**src/sv/triangle_tile_rasterizer_unit_defines.svh**
```systemverilog
// ============================================================================
// Triangle tile rasterizer assertion macros
// Shared property templates for the concurrent checks of the design.
// ============================================================================
`ifndef TRIANGLE_TILE_RASTERIZER_UNIT_DEFINES_SVH
`define TRIANGLE_TILE_RASTERIZER_UNIT_DEFINES_SVH

// The consequent must hold in the same cycle as the antecedent.
`define TRR_ASSERT_SAME(lbl, clk, rstn, ante, cons) \
    lbl: assert property (@(posedge clk) disable iff (!rstn) (ante) |-> (cons)) \
        else $error("trr check failed");

// The consequent must hold in the cycle after the antecedent.
`define TRR_ASSERT_NEXT(lbl, clk, rstn, ante, cons) \
    lbl: assert property (@(posedge clk) disable iff (!rstn) (ante) |=> (cons)) \
        else $error("trr check failed");

`endif

```
**src/sv/trr_pkg.sv**
```systemverilog
// ============================================================================
// Triangle tile rasterizer package
// Shared constants and the task word passed from the front end to the back end.
// ============================================================================
`timescale 1ns / 1ps

package trr_pkg;

    localparam int FRAME_DIM_DEF     = 256;
    localparam int TILE_SIZE_DEF     = 8;
    localparam int SUBPIXEL_BITS_DEF = 4;
    localparam int QUEUE_DEPTH_DEF   = 4;

    localparam int COORD_W  = 14;
    localparam int COLOR_W  = 24;
    localparam int DEPTH_W  = 16;
    localparam int TILE_W   = 5;
    localparam int PIX_W    = 8;
    localparam int CHAN_W   = 8;
    localparam int AREA_W   = 32;
    localparam int S_DATA_W = 184;
    localparam int M_DATA_W = 56;

    typedef struct packed {
        logic [PIX_W-1:0]              col;
        logic [PIX_W-1:0]              row;
        logic [2:0][AREA_W-1:0]        w;
        logic [AREA_W-1:0]             area;
        logic [2:0][COLOR_W-1:0]       color;
        logic [DEPTH_W-1:0]            depth;
        logic                          covered;
        logic                          last;
    } trr_task_t;

endpackage

```
**src/sv/trr_fifo.sv**
```systemverilog
// ============================================================================
// Triangle tile rasterizer task queue
// Small register queue between the pixel walker and the shading pipeline.
// ============================================================================
`timescale 1ns / 1ps
`include "triangle_tile_rasterizer_unit_defines.svh"

module trr_fifo #(
    parameter int DEPTH = trr_pkg::QUEUE_DEPTH_DEF
) (
    input  logic              aclk,
    input  logic              aresetn,
    input  logic              push,
    input  trr_pkg::trr_task_t push_data,
    output logic              full,
    input  logic              pop,
    output logic              head_valid,
    output trr_pkg::trr_task_t head_data
);
    import trr_pkg::*;

    localparam int AW = (DEPTH > 1) ? $clog2(DEPTH) : 1;

    trr_task_t        mem_reg [DEPTH];
    logic [AW-1:0]    wr_ptr_reg;
    logic [AW-1:0]    rd_ptr_reg;
    logic [AW:0]      cnt_reg;

    assign full       = (cnt_reg == (AW+1)'(DEPTH));
    assign head_valid = (cnt_reg != '0);
    assign head_data  = mem_reg[rd_ptr_reg];

    always_ff @(posedge aclk) begin
        if (push) begin
            mem_reg[wr_ptr_reg] <= push_data;
        end
    end

    always_ff @(posedge aclk) begin
        if (!aresetn) begin
            wr_ptr_reg <= '0;
            rd_ptr_reg <= '0;
            cnt_reg    <= '0;
        end else begin
            if (push) begin
                wr_ptr_reg <= (wr_ptr_reg == AW'(DEPTH - 1)) ? '0 : wr_ptr_reg + 1'b1;
            end
            if (pop) begin
                rd_ptr_reg <= (rd_ptr_reg == AW'(DEPTH - 1)) ? '0 : rd_ptr_reg + 1'b1;
            end
            if (push && !pop) begin
                cnt_reg <= cnt_reg + 1'b1;
            end else if (pop && !push) begin
                cnt_reg <= cnt_reg - 1'b1;
            end
        end
    end

    `TRR_ASSERT_SAME(a_no_overflow, aclk, aresetn, push, cnt_reg != (AW+1)'(DEPTH))
    `TRR_ASSERT_SAME(a_no_underflow, aclk, aresetn, pop, cnt_reg != '0)
    `TRR_ASSERT_NEXT(a_count_up, aclk, aresetn, push && !pop, cnt_reg == $past(cnt_reg) + 1'b1)

endmodule

```
**config.mk**
```make
export PLATFORM = sky130hd
export DESIGN_NAME = trr_fifo
export DESIGN_NICKNAME = d
export VERILOG_FILES = /design/src/sv/trr_pkg.sv /design/src/sv/trr_fifo.sv
export VERILOG_INCLUDE_DIRS = /design/src /design/src/sv
export SDC_FILE = /design/constraint.sdc
export NUM_CORES = 1
export LEC_CHECK = 0
export CORE_UTILIZATION = 55
export DETAILED_ROUTE_END_ITERATION = 12
export DONT_BUFFER_PORTS = 1
export PLACE_DENSITY = 0.8
export SYNTH_ARGS = -nofsm -noshare
export SYNTH_HDL_FRONTEND = slang
export SYNTH_SLANG_ARGS = --single-unit
export TNS_END_PERCENT = 5
```
**constraint.sdc**
```tcl
create_clock -name aclk -period 7.4 [get_ports aclk]
set_input_delay 0.37 -clock aclk [delete_from_list [all_inputs] [get_ports aclk]]
set_output_delay 0.37 -clock aclk [all_outputs]
set_load 0.05 [all_outputs]
```
==> flow_summary.ini <==
[timing]
tns_ps = 0
relSlewSlack_pct = 25.6
fin_crit_sh_pct = 49.2
hold_violations = 0
setup_viol = 0
finalCriticalPeriod_ps = 3640
rsz0062_at_grt = no
slew_violations = 0
max_freq_mhz = 274
fin_skew_ps = 19.4
tightest_slew_ps = 1120
whs_ps = 173

[outcome]
outcome = finished, final reports clean

[floorplanning]
core_area_sq_um = 61600
dieArea_sq_um = 63200
io_pins = 474
die_y_um = 251
initial_utilization_pct = 55.5
die_w_um = 251
rows = 91

[power]
power_per_cell_area_nw_per_um2 = 303
swShare_pct = 25.2
switching_power_mw = 3.08
p_clk_share_pct = 37.5
p_seq_share_pct = 50.9
p_int_mw = 9.16
pwr-share-comb_pct = 11.6
peakVddDrop_mv = 0.298
leakage_nw = 12.6

[global_routing]
antenna_found_initial = 5
gr-total-overflow = 0
grt_pass1_vias = 15758
grt_first_pass_wirelength_um = 107000
grt_max_degree = 124
track_usage_pct = 23.5

[clocking]
hold_buffers = 238
cts_tree = yes
clk-insertion-delay-late_ps = 640
path_clk_slew_ps = 60
htreeDepth = 3
clock-sinks = 945
root_buffer = clkbuf_16
cts_resized = 0
cts_setup_buffers = 0
cts_made_buffers = 90
cts.path.max_buffers = 3

[yosys]
synth_top_area_cell = edfxtp_1
yosysTopAreaCellShare_pct = 82.2
ys_seq_elements = 945
ys_seq_area_share_pct = 82.7
synth_xor_area_share_pct = 0.0512
synthMuxAreaShare_pct = 15.5
synth_cells = 1266
synth-compound-area-share_pct = 0.0585
synth.distinct_cells = 22
synth-simple-area-share_pct = 0.267
synth.cell_area_sq_um = 34200
synthTopCellsByArea = edfxtp_1 82%, mux4_2 15%, buf_6 0.63%
yosys.area_share.adder_pct = 0.278
synth_top_family_by_area = multiplexers
synth_fp_nets = 1511
ys_warn_count = 0
syn_avg_cell_area_sq_um = 27.0

[setup_path]
end_kind = output pin
r2r_start = wr_ptr_reg[0]
startpoint_type = register
cp_data_arrival_time_ps = 3270
worstSetupPathType = register to output pin
worstReg2RegEnd = mem_reg[2][150]
reg2reg_slack_ps = 4720
rr_worst_depth = 4
required_ps = 7030
worstPathMaxFanout = 103

[worst_hold_path]
hp-class = input port to register
min_to = cnt_reg[1]
hold_start = push
whs_path_depth = 3

[routing]
drt_iter0_markers = 1331
vias_per_cell = 6.05
first_pass_iters = 8
via_count = 14911
routed_wl_um = 73400
drc = 0
routedWlPerCell_um = 29.8
final_antenna_net_count = 0

[finish]
area_growth_pct = 18.2
final_nets = 1801
n_fill_cell = 3649
drive_above_1_share_pct = 23.2
largest_reg_flops = 936

[place]
gp_congestion = 0.754
port-buffer-count = 0
dp_hpwl_um = 38800

[job]
cap_violations = 0
[critical path: stages, from the launching register on]
cell and delay [ps]:
dfxtp_4 920, buf_12 470, mux4_2 800
[cells in the final DEF, fill, tap and decap left out, types with 4 or more instances in the layout]
cell and count:
mux2i_1 4, edfxtp_1 936, dfxtp_1 7, mux4_2 234, clkbuf_16 92, bufinv_16 10
ha_1 6, clkinv_2 15, dlygate4sd3_1 238, clkinv_1 19, buf_12 7, nor2b_1 5
inv_1 4, buf_4 5, clkbuf_1 18, and2_4 4
[power groups by stage]
stage	Combinational (mW)	Clock [mW]	Sequential [mW]
global route	1.46	4.85	6.25
global placement	1.24	0	6.31
finish	1.42	4.59	6.23
floorplan	1.11	0	6.34
detailed placement	1.24	0	6.33
CTS	1.42	4.63	6.23
[Yosys cell counts (all sizes together)]
cell / instances
ha: 6
buf: 46
xnor2: 1
or3: 2
a21boi: 1
inv: 4
o21ai: 1
nor2: 1
fa: 1
and2: 5
mux4: 234
nor3b: 1
nor2b: 5
dfxtp: 9
o21a: 1
nor3: 1
edfxtp: 936
mux2i: 4
xor2: 1
clkbuf: 6
[through the flow]
stage	cells	setup WS (ps)	instance area (sq um)	util (%)	power [mW]
global route	2464	3510	40400	65.6	12.6
CTS	2463	3690	40400	65.6	12.3
finish	2466	3760	40400	65.6	12.2
floorplan	1266	925	34200	-	7.45
global placement	2063	4360	35100	57.0	7.55
detailed placement	2063	4360	35100	57.0	7.58
[cell families after synthesis]
group           after synthesis
fa+ha+maj                     7
compound gates                3
mux                         238
buf+inv                      56
simple gates                 15
flops                       945
xor+xnor                      2
[routing by layer]
metal	part of all wire [%]	global-route usage, %	vias to the layer above
met3	9.8	7.88	137
li1	-	-	6089
met5	0.056	0	-
met2	52	39.8	848
met1	35	28.5	7831
met4	2.9	7.49	6
[worst max path at each step]
stage / end / cells past startpoint / slack [ps]
2_1_floorplan: mem_reg[0][0] / 3 / 920
3_3_place_gp: head_data[71] / 2 / 4360
3_5_place_dp: head_data[162] / 2 / 4360
4_1_cts: head_data[162] / 2 / 3690
5_1_grt: head_data[162] / 2 / 3510
6_report: head_data[204] / 2 / 3760
[layout make-up]
cell class | instances | area [sq um] | share of cell area [%]
tap | 837 | 1050 | 2.59
inverter | 4 | 15.0 | 0.0371
timing repair buffer | 250 | 2560 | 6.33
sequential | 945 | 28300 | 70.0
antenna | 3 | 7.51 | 0.0186
multi-input combinational | 265 | 5550 | 13.7
clock buffer | 110 | 2370 | 5.86
clock inverter | 52 | 594 | 1.47
Power figures use the tool's default switching activity.
